`config.mk`:
```
export PLATFORM = sky130hd
export DESIGN_NAME = vt100_escape_cursor_parser_top
export DESIGN_NICKNAME = d
export VERILOG_FILES = /design/src/rtl/vecp_pkg.sv /design/src/rtl/vecp_step.sv /design/src/rtl/vt100_escape_cursor_parser_top.sv
export VERILOG_INCLUDE_DIRS = /design/src /design/src/rtl
export SDC_FILE = /design/constraint.sdc
export NUM_CORES = 1
export LEC_CHECK = 0
export BUFFER_PORTS_ARGS = -buffer_cell sky130_fd_sc_hd__buf_2
export CORE_MARGIN = 1
export CORE_UTILIZATION = 35
export DETAILED_ROUTE_END_ITERATION = 10
export HOLD_SLACK_MARGIN = 0.08
export PLACE_DENSITY_LB_ADDON = 0.1
export REMOVE_ABC_BUFFERS = 1
export SLEW_MARGIN = 20
export SYNTH_ARGS = -nofsm -noshare
export SYNTH_HDL_FRONTEND = slang
export SYNTH_HIERARCHICAL = 1
export SYNTH_SLANG_ARGS = --single-unit
```
`constraint.sdc`:
```
create_clock -name clk_i -period 11.29 [get_ports clk_i]
set_input_delay 2.258 -clock clk_i [delete_from_list [all_inputs] [get_ports clk_i]]
set_output_delay 2.258 -clock clk_i [all_outputs]
set_load 0.01 [all_outputs]
```
`src/rtl/vt100_escape_cursor_parser_top_assert.svh`:
```
// Assertion macros for the cursor parser.
`ifndef VT100_ESCAPE_CURSOR_PARSER_TOP_ASSERT_SVH
`define VT100_ESCAPE_CURSOR_PARSER_TOP_ASSERT_SVH

// Same-cycle implication, checked at every rising edge outside reset.
`define VECP_ASSERT_NOW(lbl, clk, rst_n, ante, cons) \
  lbl: assert property (@(posedge clk) disable iff (!(rst_n)) (ante) |-> (cons)) \
    else $error("vecp assertion failed");

// Next-cycle implication.
`define VECP_ASSERT_NEXT(lbl, clk, rst_n, ante, cons) \
  lbl: assert property (@(posedge clk) disable iff (!(rst_n)) (ante) |=> (cons)) \
    else $error("vecp assertion failed");

`endif

```
`src/rtl/vecp_pkg.sv`:
```
`default_nettype none

package vecp_pkg;

  localparam int unsigned CharW = 16;
  localparam int unsigned CurW  = 12;

  localparam logic [CurW-1:0] CurMax = {CurW{1'b1}};

  localparam logic [CharW-1:0] ChEsc   = 16'h001B;
  localparam logic [CharW-1:0] ChLf    = 16'h000A;
  localparam logic [CharW-1:0] ChCr    = 16'h000D;
  localparam logic [CharW-1:0] ChBrack = 16'h005B;
  localparam logic [CharW-1:0] ChSemi  = 16'h003B;
  localparam logic [CharW-1:0] ChZero  = 16'h0030;
  localparam logic [CharW-1:0] ChNine  = 16'h0039;
  localparam logic [CharW-1:0] ChUpM   = 16'h004D;
  localparam logic [CharW-1:0] ChSeven = 16'h0037;
  localparam logic [CharW-1:0] ChEight = 16'h0038;
  localparam logic [CharW-1:0] ChUpA   = 16'h0041;
  localparam logic [CharW-1:0] ChUpZ   = 16'h005A;
  localparam logic [CharW-1:0] ChLoA   = 16'h0061;
  localparam logic [CharW-1:0] ChLoZ   = 16'h007A;

  localparam logic [7:0] FinUpA = 8'h41;
  localparam logic [7:0] FinUpB = 8'h42;
  localparam logic [7:0] FinUpC = 8'h43;
  localparam logic [7:0] FinUpD = 8'h44;
  localparam logic [7:0] FinUpE = 8'h45;
  localparam logic [7:0] FinUpF = 8'h46;
  localparam logic [7:0] FinUpG = 8'h47;
  localparam logic [7:0] FinUpH = 8'h48;
  localparam logic [7:0] FinLoD = 8'h64;
  localparam logic [7:0] FinLoF = 8'h66;
  localparam logic [7:0] FinLoS = 8'h73;
  localparam logic [7:0] FinLoU = 8'h75;

  typedef enum logic [2:0] {
    MODE_GROUND = 3'b001,
    MODE_ESC    = 3'b010,
    MODE_CSI    = 3'b100
  } mode_e;

  typedef struct packed {
    mode_e           mode;
    logic [CurW-1:0] first_param;
    logic [CurW-1:0] second_param;
    logic            param_index;
    logic [CurW-1:0] col;
    logic [CurW-1:0] row;
    logic [CurW-1:0] saved_col;
    logic [CurW-1:0] saved_row;
  } state_t;

  function automatic logic [CurW-1:0] sat_add(input logic [CurW-1:0] a,
                                              input logic [CurW-1:0] b);
    logic [CurW:0] s;
    s = {1'b0, a} + {1'b0, b};
    return s[CurW] ? CurMax : s[CurW-1:0];
  endfunction

  function automatic logic [CurW-1:0] sat_sub(input logic [CurW-1:0] a,
                                              input logic [CurW-1:0] b);
    return (b > a) ? '0 : (a - b);
  endfunction

  function automatic logic [CurW-1:0] at_least_one(input logic [CurW-1:0] v);
    return (v == '0) ? CurW'(1) : v;
  endfunction

  function automatic logic is_printable(input logic [CharW-1:0] c);
    return ((c >= 16'h0020) && (c <= 16'h007E)) || (c >= 16'h00A0);
  endfunction

  function automatic logic [CurW-1:0] add_digit(input logic [CurW-1:0] p,
                                                input logic [3:0] d);
    logic [CharW-1:0] s;
    s = ({4'b0, p} << 3) + ({4'b0, p} << 1) + {12'b0, d};
    return (s > {4'b0, CurMax}) ? CurMax : s[CurW-1:0];
  endfunction

endpackage

`default_nettype wire

```
`src/rtl/vecp_step.sv`:
```
`default_nettype none

module vecp_step (
  input  vecp_pkg::state_t         state_i,
  input  logic [15:0]              char_i,
  output vecp_pkg::state_t         state_o,
  output logic                     text_valid_o,
  output logic [15:0]              text_char_o
);
  import vecp_pkg::*;

  logic [CurW-1:0] n;
  logic            is_digit;
  logic            is_letter;
  logic [7:0]      fin;

  assign n         = at_least_one(state_i.first_param);
  assign is_digit  = (char_i >= ChZero) && (char_i <= ChNine);
  assign is_letter = ((char_i >= ChUpA) && (char_i <= ChUpZ)) ||
                     ((char_i >= ChLoA) && (char_i <= ChLoZ));
  assign fin       = char_i[7:0];

  always_comb begin
    state_o      = state_i;
    text_valid_o = 1'b0;
    text_char_o  = '0;
    unique case (state_i.mode)
      MODE_ESC: begin
        state_o.mode = MODE_GROUND;
        if (char_i == ChEsc) begin
          state_o.mode         = MODE_ESC;
          state_o.first_param  = '0;
          state_o.second_param = '0;
          state_o.param_index  = 1'b0;
        end else if (char_i == ChBrack) begin
          state_o.mode         = MODE_CSI;
          state_o.first_param  = '0;
          state_o.second_param = '0;
          state_o.param_index  = 1'b0;
        end else if (char_i == ChUpM) begin
          state_o.row = sat_sub(state_i.row, CurW'(1));
        end else if (char_i == ChSeven) begin
          state_o.saved_col = state_i.col;
          state_o.saved_row = state_i.row;
        end else if (char_i == ChEight) begin
          state_o.col = state_i.saved_col;
          state_o.row = state_i.saved_row;
        end
      end
      MODE_CSI: begin
        if (char_i == ChEsc) begin
          state_o.mode         = MODE_ESC;
          state_o.first_param  = '0;
          state_o.second_param = '0;
          state_o.param_index  = 1'b0;
        end else if (is_digit) begin
          if (!state_i.param_index) begin
            state_o.first_param = add_digit(state_i.first_param, char_i[3:0]);
          end else begin
            state_o.second_param = add_digit(state_i.second_param, char_i[3:0]);
          end
        end else if (char_i == ChSemi) begin
          state_o.param_index = 1'b1;
        end else if (is_letter) begin
          state_o.mode         = MODE_GROUND;
          state_o.first_param  = '0;
          state_o.second_param = '0;
          state_o.param_index  = 1'b0;
          unique case (fin)
            FinUpA, FinUpF: state_o.row = sat_sub(state_i.row, n);
            FinUpB, FinUpE: state_o.row = sat_add(state_i.row, n);
            FinUpC:         state_o.col = sat_add(state_i.col, n);
            FinUpD:         state_o.col = sat_sub(state_i.col, n);
            FinUpG:         state_o.col = n;
            FinLoD:         state_o.row = n;
            FinUpH, FinLoF: begin
              state_o.row = n;
              state_o.col = at_least_one(state_i.second_param);
            end
            FinLoS: begin
              state_o.saved_col = state_i.col;
              state_o.saved_row = state_i.row;
            end
            FinLoU: begin
              state_o.col = state_i.saved_col;
              state_o.row = state_i.saved_row;
            end
            default: ;
          endcase
        end
      end
      default: begin
        state_o.mode = MODE_GROUND;
        if (char_i == ChEsc) begin
          state_o.mode         = MODE_ESC;
          state_o.first_param  = '0;
          state_o.second_param = '0;
          state_o.param_index  = 1'b0;
        end else if (char_i == ChLf) begin
          state_o.row = sat_add(state_i.row, CurW'(1));
        end else if (char_i == ChCr) begin
          state_o.col = '0;
        end else if (is_printable(char_i)) begin
          text_valid_o = 1'b1;
          text_char_o  = char_i;
        end
      end
    endcase
  end

endmodule

`default_nettype wire

```
`src/rtl/vt100_escape_cursor_parser_top.sv`:
```
// VT100/ANSI cursor parser.
// Input channel: one 16-bit character per transfer on char_code_i, qualified
// by in_valid_i and held off by in_stall_o. Output channel: one result per
// character (text_valid_o, text_char_o, column_o, row_o) on out_valid_o,
// held off by out_stall_i.
// A character accepted into the input register passes through the parse step
// into the result register and from there to the outputs.
// Throughput: one character per cycle while the receiver does not stall; the
// parse step is a single pass of compare, add and saturate logic between the
// two registers; cursor state and result register load in the same cycle.
// Reset clears the valid flags of both stages, sets the parse mode to ground
// and clears the cursor, saved cursor and parameters to zero.
// When the receiver stalls, the result holds; the input register keeps its
// character and in_stall_o rises only once both stages are full.
`default_nettype none

module vt100_escape_cursor_parser_top (
  input  logic        clk_i,
  input  logic        rst_ni,
  input  logic        in_valid_i,
  output logic        in_stall_o,
  input  logic [15:0] char_code_i,
  output logic        out_valid_o,
  input  logic        out_stall_i,
  output logic        text_valid_o,
  output logic [15:0] text_char_o,
  output logic [11:0] column_o,
  output logic [11:0] row_o
);
  import vecp_pkg::*;

  logic        in_valid_q;
  logic [15:0] char_q;
  logic        out_valid_q;
  logic        text_valid_q;
  logic [15:0] text_char_q;
  logic [11:0] column_q;
  logic [11:0] row_q;
  state_t      state_q;
  state_t      state_d;
  logic        text_valid_d;
  logic [15:0] text_char_d;
  logic        advance;
  logic        in_xfer;

  assign advance    = in_valid_q && (!out_valid_q || !out_stall_i);
  assign in_stall_o = in_valid_q && !advance;
  assign in_xfer    = in_valid_i && !in_stall_o;

  vecp_step u_step (
    .state_i      (state_q),
    .char_i       (char_q),
    .state_o      (state_d),
    .text_valid_o (text_valid_d),
    .text_char_o  (text_char_d)
  );

  always_ff @(posedge clk_i or negedge rst_ni) begin
    if (!rst_ni) begin
      in_valid_q  <= 1'b0;
      out_valid_q <= 1'b0;
      state_q     <= '{mode: MODE_GROUND, default: '0};
    end else begin
      if (in_xfer) begin
        in_valid_q <= 1'b1;
      end else if (advance) begin
        in_valid_q <= 1'b0;
      end
      if (advance) begin
        out_valid_q <= 1'b1;
        state_q     <= state_d;
      end else if (!out_stall_i) begin
        out_valid_q <= 1'b0;
      end
    end
  end

  always_ff @(posedge clk_i) begin
    if (in_xfer) begin
      char_q <= char_code_i;
    end
    if (advance) begin
      text_valid_q <= text_valid_d;
      text_char_q  <= text_char_d;
      column_q     <= state_d.col;
      row_q        <= state_d.row;
    end
  end

  assign out_valid_o  = out_valid_q;
  assign text_valid_o = text_valid_q;
  assign text_char_o  = text_char_q;
  assign column_o     = column_q;
  assign row_o        = row_q;

`include "vt100_escape_cursor_parser_top_assert.svh"

  `VECP_ASSERT_NEXT(a_step_loads_result, clk_i, rst_ni, advance, out_valid_o)
  `VECP_ASSERT_NOW(a_cursor_matches, clk_i, rst_ni, out_valid_o,
                   (column_o == state_q.col) && (row_o == state_q.row))
  `VECP_ASSERT_NOW(a_text_char_zero, clk_i, rst_ni, out_valid_o && !text_valid_o,
                   text_char_o == '0)

endmodule

`default_nettype wire

```
# --- Word-level counts from Yosys, hierarchy flattened ---
# Index checks and enable logic that the tools add are counted.
classes:
  eq_ne: 41
  n_mux: 46
  reduce_logical: 30
  n_bitwise: 1
  n_addsub: 10
  order_cmp: 14
ops:
  columns: ["op", "count"]
  rows:
  - ["12-bit two-way mux", 17]
  - ["48-bit two-way mux", 4]
  - ["24-bit two-way mux", 7]
  - ["52-bit case mux with 2 select lines", 1]
  - ["8-bit by 7-bit == test with 1-bit output, second input constant", 12]
  - ["28-bit two-way mux", 3]
  - ["76-bit two-way mux", 1]
  - ["12-bit case mux with 5 select lines", 1]
  - ["27-bit two-way mux", 2]
  - ["49-bit two-way mux", 1]
  - ["16-bit by 6-bit == test with 1-bit output, second input constant", 3]
  - ["16-bit by 7-bit less-or-equal comparator with 1-bit output, second input constant", 3]
  - ["12-bit case mux with 4 select lines", 1]
  - ["24-bit case mux with 2 select lines", 1]
  - ["15-bit by 13-bit adder with 16-bit output", 2]
  - ["16-bit by 4-bit adder with 16-bit output", 2]
  - ["16-bit by 4-bit == test with 1-bit output, second input constant", 2]
  - ["16-bit by 7-bit == test with 1-bit output, second input constant", 2]
  - ["16-bit by 6-bit greater-or-equal comparator with 1-bit output, second input constant", 2]
  - ["16-bit by 7-bit greater-or-equal comparator with 1-bit output, second input constant", 2]
  - ["16-bit by 12-bit > comparator with 1-bit output, second input constant", 2]
  - ["12-bit by 12-bit adder with 13-bit output", 2]
  - ["12-bit > comparator", 2]
  - ["12-bit zero test", 2]
  - ["33 further kinds", 65]
word_totals:
  reg_bits: 135
  output_inout_bits: 43
  elab_cells: 157
  input_bits: 20

# --- Longest topological paths before layout ---
# Gate-level depths: netlist (run 1).
depth:
  depth_word: 10
  ltp_mapped: 13
  depth_no_buf: 13

# --- By module ---
# The synthesis (run 1) kept the hierarchy.
modules_own_cells:
  columns: ["mod", "n_inst", "cells_per_inst", "area_per_inst_um2"]
  rows:
  - ["vecp_step", 1, 1164, 7826.3]
  - ["vt100_escape_cursor_parser_top", 1, 225, 4778.3]

# --- Worst setup path before layout (run 1) ---
# Ideal clock, no wire load.
synth_path:
  path_type: "input-to-output"
  from: "input out_stall_i"
  to: "output in_stall_o"
  required_ns: 9.032
  setup_slack_ns: 6.587
  stages: 2
  t_arrival_ns: 2.445
  path_cell_list: "nand3_1 -> inv_1"
synth_via:
  elab_chain_len: 5
synth_rtl:
  columns: ["element", "line_no", "text"]
  rows:
  - ["start: declaration", "vt100_escape_cursor_parser_top.sv:24", "input logic out_stall_i,"]
  - ["1-bit zero test", null, null]
  - ["1-bit logical OR", "vt100_escape_cursor_parser_top.sv:46", "assign advance = in_valid_q && (!out_valid_q || !out_stall_i);"]
  - ["1-bit logical AND", "vt100_escape_cursor_parser_top.sv:46", null]
  - ["1-bit zero test", "vt100_escape_cursor_parser_top.sv:47", "assign in_stall_o = in_valid_q && !advance;"]
  - ["1-bit logical AND", "vt100_escape_cursor_parser_top.sv:47", null]
  - ["end: declaration", "vt100_escape_cursor_parser_top.sv:21", "output logic in_stall_o,"]
# No other way between the ends.

# --- Worst setup path in the final report (run 1) ---
# Ends and elaborated chain as after synthesis.

==> results of run 1 <==
## cells by family (layout without fill, tap and decap cells)
logic type	Yosys count	count (layout)	synth area share
compound gates	437	437	0.237
fa+ha+maj	108	108	0.112
simple gates	399	399	0.173
xor+xnor	40	40	0.0278
buf+inv	164	197	0.0573
mux	106	106	0.102
flops	135	135	0.291
## area by class of cell
| cell class | instances | area share |
|---|---|---|
| multi-input combinational | 1090 | 0.596 |
| sequential | 135 | 0.265 |
| tap | 461 | 0.0418 |
| timing repair buffer | 85 | 0.0351 |
| clock buffer | 19 | 0.0313 |
| inverter | 80 | 0.0217 |
| clock inverter | 13 | 0.00888 |
## cells in the final DEF (no fill, tap or decap), types with 29 or more instances in the layout
| master | netlist | routed |
|---|---|---|
| edfxtp_1 | 57 | 57 |
| a22oi_1 | 38 | 38 |
| mux2_4 | 29 | 29 |
| ha_1 | 100 | 100 |
| o31ai_1 | 32 | 32 |
| o21ai_0 | 108 | 108 |
| inv_1 | 80 | 80 |
| a21oi_1 | 73 | 73 |
| nor3_1 | 30 | 30 |
| dfrtp_1 | 77 | 77 |
| nor2_1 | 74 | 74 |
| nand2_1 | 79 | 79 |
| buf_2 | 10 | 61 |
| nand3_1 | 40 | 40 |
| mux2_2 | 66 | 66 |
## power by group through the flow
stage	Sequential (mW)	Clock [mW]	Combinational (mW)
after CTS	0.538	0.561	0.0802
after floorplan	0.554	0	0.0393
final	0.538	0.543	0.0782
after global placement	0.548	0	0.0794
after global routing	0.539	0.581	0.0861
after detailed placement	0.548	0	0.0799
## worst paths after layout
path | cells after the start | slack [ns] | end
worst max-delay path | 4 | 6.35 | in_stall_o
worst min-delay path | 1 | 0.50 | out_valid_o$_DFFE_PN0P_
worst max register to register | 13 | 6.77 | state_q[39]$_DFFE_PN0P_
worst min register to register | 1 | 0.50 | out_valid_o$_DFFE_PN0P_
max in group asynchronous | 2 | 8.45 | state_q[29]$_DFFE_PN0P_
min in group asynchronous | 1 | 1.75 | state_q[43]$_DFFE_PN0P_
## through the flow
stage	power, mW	instance area, um2	instances
floorplan	0.593	12200	1305
global placement	0.627	13300	1851
detailed placement	0.627	13300	1851
CTS	1.18	13800	1883
global route	1.21	13800	1883
finish	1.16	13800	1883
## flip-flops by register name, summed over array words and instances, names as in the netlist
signal	count
column_o	12
text_char_o	16
state_q	76
row_o	12
char_q	16
out_valid_o	1
text_valid_o	1
in_valid_q	1
## per-layer routing
| metal | part of all wire | track usage |
|---|---|---|
| met1 | 0.47 | 0.323 |
| met2 | 0.45 | 0.369 |
| met3 | 0.057 | 0.0375 |
| met4 | 0.022 | 0.0775 |
| met5 | 0 | 0 |
==> results.yml, run 1 <==
outcome:
  status: "finished clean"
clocking:
  cts_resized: 0
  ctsLongestPathBuffers: 2
  clkTransAtPathRegs_ns: 0.07
  cts_setup_buffers: 0
  clkSinkCount: 135
  clock_latency_ns: 0.45
  root_buffer: "clkbuf_16"
  cts-buffers-inserted: 17
  cts_tree: "yes"
  cts_max_level: 4
  postCtsHoldBufs: 0
worst_hold_path:
  hold_path_class: "reg -> reg"
  hold_start: "in_valid_q$_DFFE_PN0P_"
global_routing:
  grt_start_max_net_pins: 66
  grt_pass1_wl_um: 65100
  antenna_found_initial: 0
  grt_pass1_vias: 10890
  track_usage: 0.234
  grt_overflow: 0
setup_path:
  critPathMaxStageDelay_ns: 0.12
  required_ns: 9.03
  path_cells: "buf_2 > nand3_1 > inv_1 > buf_2"
  rr_startpoint: "state_q[62]$_DFFE_PN0P_"
  critPathLaunch: "out_stall_i"
  crit_path_max_fanout: 3
  worstPathArrival_ns: 2.68
  path_buf_inv: 3
  end_kind: "output port"
  crit_top_cell: "buf_2"
  critPathKind: "in -> out"
  cp-start-kind: "input pin"
  path_delay_family: "buffers and inverters"
  critPathSlowestCell: "buf_2"
timing:
  finalSetupViolCount: 0
  post-route-min-period_ns: 4.94
  hold_viol_final: 0
  max_slew.worst_pin.slew_ns: 1.10
  whs_ns: 0.498
  fin_skew_ns: 0.0151
  fin_ws_ns: 6.35
  grt_setup_unrepaired: "no"
  slew_violations: 0
  finalCritPeriodShare: 0.438
  fmax_mhz: 202
  maxSlewHeadroom: 0.268
  setup_tns_ns: 0
pwr:
  swShare: 0.256
  seq_power_share: 0.464
  ir_drop_uv: 112
  combPwrFrac: 0.068
  p_switching_uw: 296
  powerDensity_nw_per_um2: 83.9
  total_leakage_power_nw: 5.87
  pwr-share-clk: 0.468
  p_int_uw: 862
routing:
  wl_per_cell_um: 22.2
  drc: 0
  viasPerCell: 5.96
  drtIter0Drc: 1028
  routed_wl_um: 41900
  vias: 11227
  drt-pass1-iter-count: 6
  ant_nets: 0
cells_and_area:
  multi_input_area_um2: 8230
  drive_above_1_share: 0.174
  final_util: 0.389
  n_fill_cell: 3609
  nets: 1537
  regArea_um2: 3660
  syn_to_final_growth_pct: 9.58
  antenna_cells: 0
placement:
  io_buffer_count: 62
  pre_cts_slack_ns: 6.35
  post-dp-hpwl_um: 30200
  routabilityCongestion: 0.904
yosys:
  ys.flop_type: "dfrtp_1"
  yosysSeqAreaShare: 0.291
  synth_top_area_share: 0.153
  syn_inst: 1389
  yosysUniqueCellTypes: 91
  synth_seq_cells: 135
  async_reset_ff_frac: 0.578
  synthTopCellsByArea: "dfrtp_1 (15%), edfxtp_1 (14%), ha_1 (9.9%)"
  yosysWarnings: 6
  syn_area_um2: 12600
  synth_top_area_cell: "dfrtp_1"
  avgSynthCellArea_um2: 9.07
  synth_edf_count: 57
  yosysMostFrequentCell: "o21ai_0"
  ys_top_cells_by_count: "o21ai_0 (108), ha_1 (100), inv_1 (80)"
floorplanning:
  coreArea_um2: 35500
  die_area_um2: 36800
  die_x_um: 192
  initial_utilization: 0.355
  die_h_um: 192
  io_pins: 63
  rows: 69
run:
  cap_violations: 0
No activity file was read; power rests on OpenSTA's default activity.
==> inputs of run 2 (changes only) <==
==> constraint.sdc (replaced) <==
create_clock -name clk_i -period 4.17 [get_ports clk_i]
set_input_delay 0.834 -clock clk_i [delete_from_list [all_inputs] [get_ports clk_i]]
set_output_delay 0.834 -clock clk_i [all_outputs]
set_load 0.01 [all_outputs]
==> results.yml, run 2 (synthesis results as in run 1) <==
outcome:
  status: "finished clean"
floorplanning:
  rows: 69
  io_pins: 63
  die_x_um: 192
  die_area_um2: 36800
  die_h_um: 192
  coreArea_um2: 35500
  initial_utilization: 0.355
cells_and_area:
  antenna_cells: 0
  final_common_cell: "o21ai_0"
  final_area_um2: 14200
  stdcell_count: 1926
  layout_common_cells: "o21ai_0 (108), ha_1 (100), inv_1 (80)"
  top_register: "state_q"
  largest_reg_flops: 76
  n_fill_cell: 3590
  nets: 1580
  syn_to_final_growth_pct: 12.5
  drive_above_1_share: 0.201
placement:
  routabilityCongestion: 0.943
  io_buffer_count: 62
  post-dp-hpwl_um: 31400
  place_area_um2: 13600
  pre_cts_slack_ns: 0.252
  place_inst: 1893
timing:
  max_slew.worst_pin.slew_ns: 1.05
  slew_violations: 0
  fin_ws_ns: 0.285
  hold_viol_final: 0
  fin_skew_ns: 0.0101
  finalSetupViolCount: 0
  post-route-min-period_ns: 3.89
  setup_tns_ns: 0
  fmax_mhz: 257
  maxSlewHeadroom: 0.296
  grt_setup_unrepaired: "no"
  finalCritPeriodShare: 0.932
run:
  cap_violations: 0
worst_hold_path:
  hold_path_class: "in -> async"
setup_path:
  regToRegSetupSlack_ns: 0.28
  critPathKind: "reg -> reg"
  crit_path_max_fanout: 7
  path_cells: "nor4_1 > a31o_2 > ha_1 > fa_1 > nor2b_1 > o31a_1 > o211a_1 > nor4_1 > nor2_1 > a2111oi_2 > o21ai_1 > mux2_2"
  worstPathArrival_ns: 4.22
  cp-start-kind: "register"
  critPathSlowestCell: "a2111oi_2"
  end_kind: "register"
  critPathMaxStageDelay_ns: 0.48
  required_ns: 4.51
  crit_top_cell: "nor4_1"
routing:
  met1_length_um: 19800
  drt-pass1-iter-count: 6
  top_layer: "met4"
  wl_met3_um: 2480
  ant_nets: 0
  viasPerCell: 5.92
  routed_wl_um: 41900
  vias: 11395
  wl_per_cell_um: 21.7
  drc: 0
  wl_met2_um: 18700
  drtIter0Drc: 1052
clocking:
  root_buffer: "clkbuf_16"
  clock_latency_ns: 0.46
  cts_max_level: 4
  ctsLongestPathBuffers: 2
  cts_tree: "yes"
  postCtsHoldBufs: 0
  cts-buffers-inserted: 17
  clkSinkCount: 135
  clkTransAtPathRegs_ns: 0.06
pwr:
  powerDensity_nw_per_um2: 225
  total_leakage_power_nw: 6.10
  ir_drop_uv: 292
global_routing:
  grt_pass1_vias: 10717
  grt_overflow: 0
  grt_pass1_wl_um: 64300
  grt_start_max_net_pins: 52
  antenna_found_initial: 0
  track_usage: 0.232
-- run 2: critical path, delay by kind of cell, from the launching register on --
| kind | cells | cell delay (ns) |
|---|---|---|
| multiplexers | 1 | 0.28 |
| AO/OA/AOI/OAI | 5 | 1.55 |
| flip-flops | 1 | 0.38 |
| adder cells (fa/ha/maj) | 2 | 0.42 |
| AND/OR/NAND/NOR | 4 | 1.13 |
-- run 2: through the flow --
stage / hold WS, ns / power [mW] / util
2_1_floorplan: 0.451 / 1.61 / -
3_3_place_gp: 0.463 / 1.71 / 0.383
3_5_place_dp: 0.477 / 1.71 / 0.383
4_1_cts: 0.495 / 3.24 / 0.399
5_1_grt: 0.518 / 3.31 / 0.400
6_report: 0.476 / 3.19 / 0.400
-- run 2: where the power goes --
part | switching [mW] | total (mW) | internal (mW) | leakage [nW]
registers | 0.0200 | 1.45 | 1.43 | 1.63
logic | 0.141 | 0.228 | 0.0863 | 4.19
clock network | 0.654 | 1.51 | 0.859 | 0.276
total | 0.816 | 3.19 | 2.38 | 6.10
-- run 2: metal layers --
layer	GRT usage	vias up
met4	0.0742	0
met3	0.0345	49
met5	0	-
met2	0.353	344
met1	0.334	5617
li1	-	5385
-- run 2: final timing paths --
check                                        start                 endpoint  depth (start not counted)
setup / recovery           state_q[65]$_DFFE_PN0P_  state_q[30]$_DFFE_PN0P_                         12
hold / removal                              rst_ni  state_q[12]$_DFFE_PN0P_                          1
min in group clk_i          in_valid_q$_DFFE_PN0P_  out_valid_o$_DFFE_PN0P_                          1
setup reg to reg           state_q[65]$_DFFE_PN0P_  state_q[30]$_DFFE_PN0P_                         12
hold reg to reg             in_valid_q$_DFFE_PN0P_  out_valid_o$_DFFE_PN0P_                          1
max in group asynchronous                   rst_ni  state_q[73]$_DFFE_PN1P_                          2
-- run 2: layout make-up --
class | count | area (um2) | share of cell area
multi-input combinational | 1090 | 8240 | 0.581
sequential | 135 | 3670 | 0.258
timing repair buffer | 128 | 833 | 0.0588
tap | 461 | 577 | 0.0407
clock buffer | 20 | 457 | 0.0322
inverter | 80 | 300 | 0.0212
clock inverter | 12 | 115 | 0.00812
-- run 2: timing repair --
action                                  CTS  global route
endpoints found under the setup margin    0            11
gates resized for setup                   0             2
buffers inserted                          0             1
==> inputs of run 3 (changes only) <==
--- a/config.mk
+++ b/config.mk
@@ -6,8 +6,9 @@
 export SDC_FILE = /design/constraint.sdc
 export NUM_CORES = 1
 export LEC_CHECK = 0
+export ABC_AREA = 1
 export BUFFER_PORTS_ARGS = -buffer_cell sky130_fd_sc_hd__buf_2
-export CORE_MARGIN = 1
+export CORE_MARGIN = 8
 export CORE_UTILIZATION = 35
 export DETAILED_ROUTE_END_ITERATION = 10
 export HOLD_SLACK_MARGIN = 0.08
==> results.yml, run 3 <==
global_routing:
  grt_start_max_net_pins: 81
  grt_pass1_vias: 13911
  antenna_found_initial: 0
  track_usage: 0.229
  grt_pass1_wl_um: 83300
  grt_overflow: 0
pwr:
  total_leakage_power_nw: 7.84
  seq_power_share: 0.441
  ir_drop_uv: 202
  powerDensity_nw_per_um2: 218
  p_switching_uw: 929
  swShare: 0.280
  pwr-share-clk: 0.483
  combPwrFrac: 0.076
  p_int_mw: 2.39
setup_path:
  rr_startpoint: "state_q[68]$_DFFE_PN0P_"
  required_ns: 4.56
  critPathKind: "reg -> reg"
  critPathLaunch: "state_q[68]$_DFFE_PN0P_"
  crit_path_max_fanout: 8
  end_kind: "register"
  worstPathArrival_ns: 4.20
  cp-start-kind: "register"
routing:
  wl_per_cell_um: 19.7
  ant_nets: 0
  viasPerCell: 5.34
  routed_wl_um: 53700
  drt-pass1-iter-count: 8
  drtIter0Drc: 1212
  drc: 0
  vias: 14548
placement:
  routabilityCongestion: 0.964
  place_inst: 2688
  post-dp-hpwl_um: 39300
  io_buffer_count: 62
yosys:
  synth_top_area_cell: "nand2_1"
  synth_seq_cells: 135
  syn_inst: 2152
  ys_top_cells_by_count: "nand2_1 (708), nand3_1 (275), inv_1 (252)"
  yosysSeqAreaShare: 0.267
  async_reset_ff_frac: 0.578
  synth_edf_count: 57
  synthTopCellsByArea: "nand2_1 (19%), dfrtp_1 (14%), edfxtp_1 (12%)"
  yosysWarnings: 6
  ys.flop_type: "dfrtp_1"
  yosysUniqueCellTypes: 54
  synth_top_area_share: 0.193
  yosysMostFrequentCell: "nand2_1"
  avgSynthCellArea_um2: 6.38
  syn_area_um2: 13700
clocking:
  cts_resized: 0
  clock_latency_ns: 0.46
  root_buffer: "clkbuf_16"
  clkTransAtPathRegs_ns: 0.07
  clkSinkCount: 135
  cts-buffers-inserted: 17
  cts_max_level: 4
  postCtsHoldBufs: 0
  cts_tree: "yes"
  ctsLongestPathBuffers: 2
  cts_setup_buffers: 0
timing:
  hold_viol_final: 0
  max_slew.worst_pin.slew_ns: 1.16
  finalCritPeriodShare: 0.913
  fmax_mhz: 263
  post-route-min-period_ns: 3.81
  finalSetupViolCount: 0
  fin_skew_ns: 0.0131
  setup_tns_ns: 0
  maxSlewHeadroom: 0.228
  grt_setup_unrepaired: "no"
  slew_violations: 0
floorplanning:
  io_pins: 63
  die_h_um: 214
  rows: 72
  die_x_um: 214
  initial_utilization: 0.355
  coreArea_um2: 38700
  die_area_um2: 45800
cells_and_area:
  nets: 2318
  top_register: "state_q"
  stdcell_count: 2722
  final_common_cell: "nand2_1"
  syn_to_final_growth_pct: 10.8
  n_fill_cell: 4199
  largest_reg_flops: 76
  drive_above_1_share: 0.0876
  layout_common_cells: "nand2_1 (708), nand3_1 (275), inv_1 (251)"
run:
  cap_violations: 0
worst_hold_path:
  hold_path_class: "in -> async"
outcome:
  status: "finished clean"
-- run 3: cell types whose count changed in the layout (fill, tap and decap cells not counted), sizes merged, moves of 28 or more --
cell   previous run  this run
a21oi            73       110
nand2            79       716
nand3            40       278
o31ai            32         2
a22oi            38        10
nor2             74       161
mux2             95         0
inv              85       272
-- run 3: stage by stage --
stage / setup slack, ns / hold slack [ns] / util / power (mW) / instance area, um2
global route: 0.140 / 0.332 / 0.393 / 3.43 / 15200
floorplan: 0.218 / 0.442 / - / 1.61 / 13300
global placement: 0.590 / 0.454 / 0.377 / 1.74 / 14600
CTS: 0.467 / 0.475 / 0.392 / 3.36 / 15200
detailed placement: 0.513 / 0.458 / 0.377 / 1.74 / 14600
finish: 0.363 / 0.328 / 0.393 / 3.32 / 15200
-- run 3: kinds of logic (layout without fill, tap and decap cells) --
family / after synthesis / after routing / share of synthesized area
xor+xnor: 41 / 41 / 0.0261
simple gates: 1229 / 1229 / 0.382
other cells: 0 / 1 / 0
fa+ha+maj: 108 / 108 / 0.103
flops: 135 / 135 / 0.267
compound gates: 278 / 278 / 0.114
buf+inv: 361 / 412 / 0.109
-- run 3: layout make-up --
| type | count | area, um2 | share of cell area |
|---|---|---|---|
| multi-input cells | 1656 | 8590 | 0.565 |
| flip-flops and latches | 135 | 3670 | 0.241 |
| inverters | 269 | 1010 | 0.0667 |
| repair buffers | 111 | 701 | 0.0460 |
| well taps | 518 | 648 | 0.0426 |
| clock buffers | 17 | 425 | 0.0280 |
| clock inverters | 15 | 168 | 0.0110 |
| diodes | 1 | 2.50 | 0.000164 |
-- run 3: path summary, 6_finish.rpt --
kind                                      endpoint  slack [ns]  depth (start not counted)
max in group asynchronous  state_q[21]$_DFFE_PN0P_        2.97                          3
min                        state_q[48]$_DFFE_PN0P_        0.33                          1
min in group clk_i          state_q[1]$_DFFE_PN0P_        0.47                          2
max reg2reg                state_q[41]$_DFFE_PN0P_        0.36                         21
max                        state_q[41]$_DFFE_PN0P_        0.36                         21
min reg2reg                 state_q[1]$_DFFE_PN0P_        0.47                          2
-- run 3: layer usage --
layer,vias to the layer above,GRT usage,part of all wire
li1,7077,-,-
met1,6958,0.295,0.45
met4,0,0.0756,0.029
met5,-,0,0
met2,426,0.387,0.47
met3,87,0.0348,0.051
-- run 3: worst max-delay path: stages, from the launching register on --
cell and delay, ns:
dfrtp_1 0.50, inv_1 0.32, nand4_1 0.14, nor3_1 0.16, nand2_1 0.08, nand2_1 0.31
ha_1 0.26, inv_1 0.06, fa_1 0.43, nor2_1 0.11, o21ai_0 0.08, nand2_1 0.10
nand2_1 0.06, nand2_1 0.14, nand2_1 0.07, nand2_1 0.22, o21ai_0 0.16, nand3_1 0.17
nand2_1 0.08, nand3_1 0.10, nand3_1 0.08, nand2_1 0.11
-- run 3: power by group through the flow --
| stage | Sequential (mW) | Clock, mW | Combinational [mW] |
|---|---|---|---|
| floorplan | 1.51 | 0 | 0.0994 |
| global placement | 1.49 | 0 | 0.252 |
| detailed placement | 1.49 | 0 | 0.253 |
| CTS | 1.46 | 1.64 | 0.254 |
| global route | 1.47 | 1.68 | 0.274 |
| finish | 1.46 | 1.60 | 0.251 |
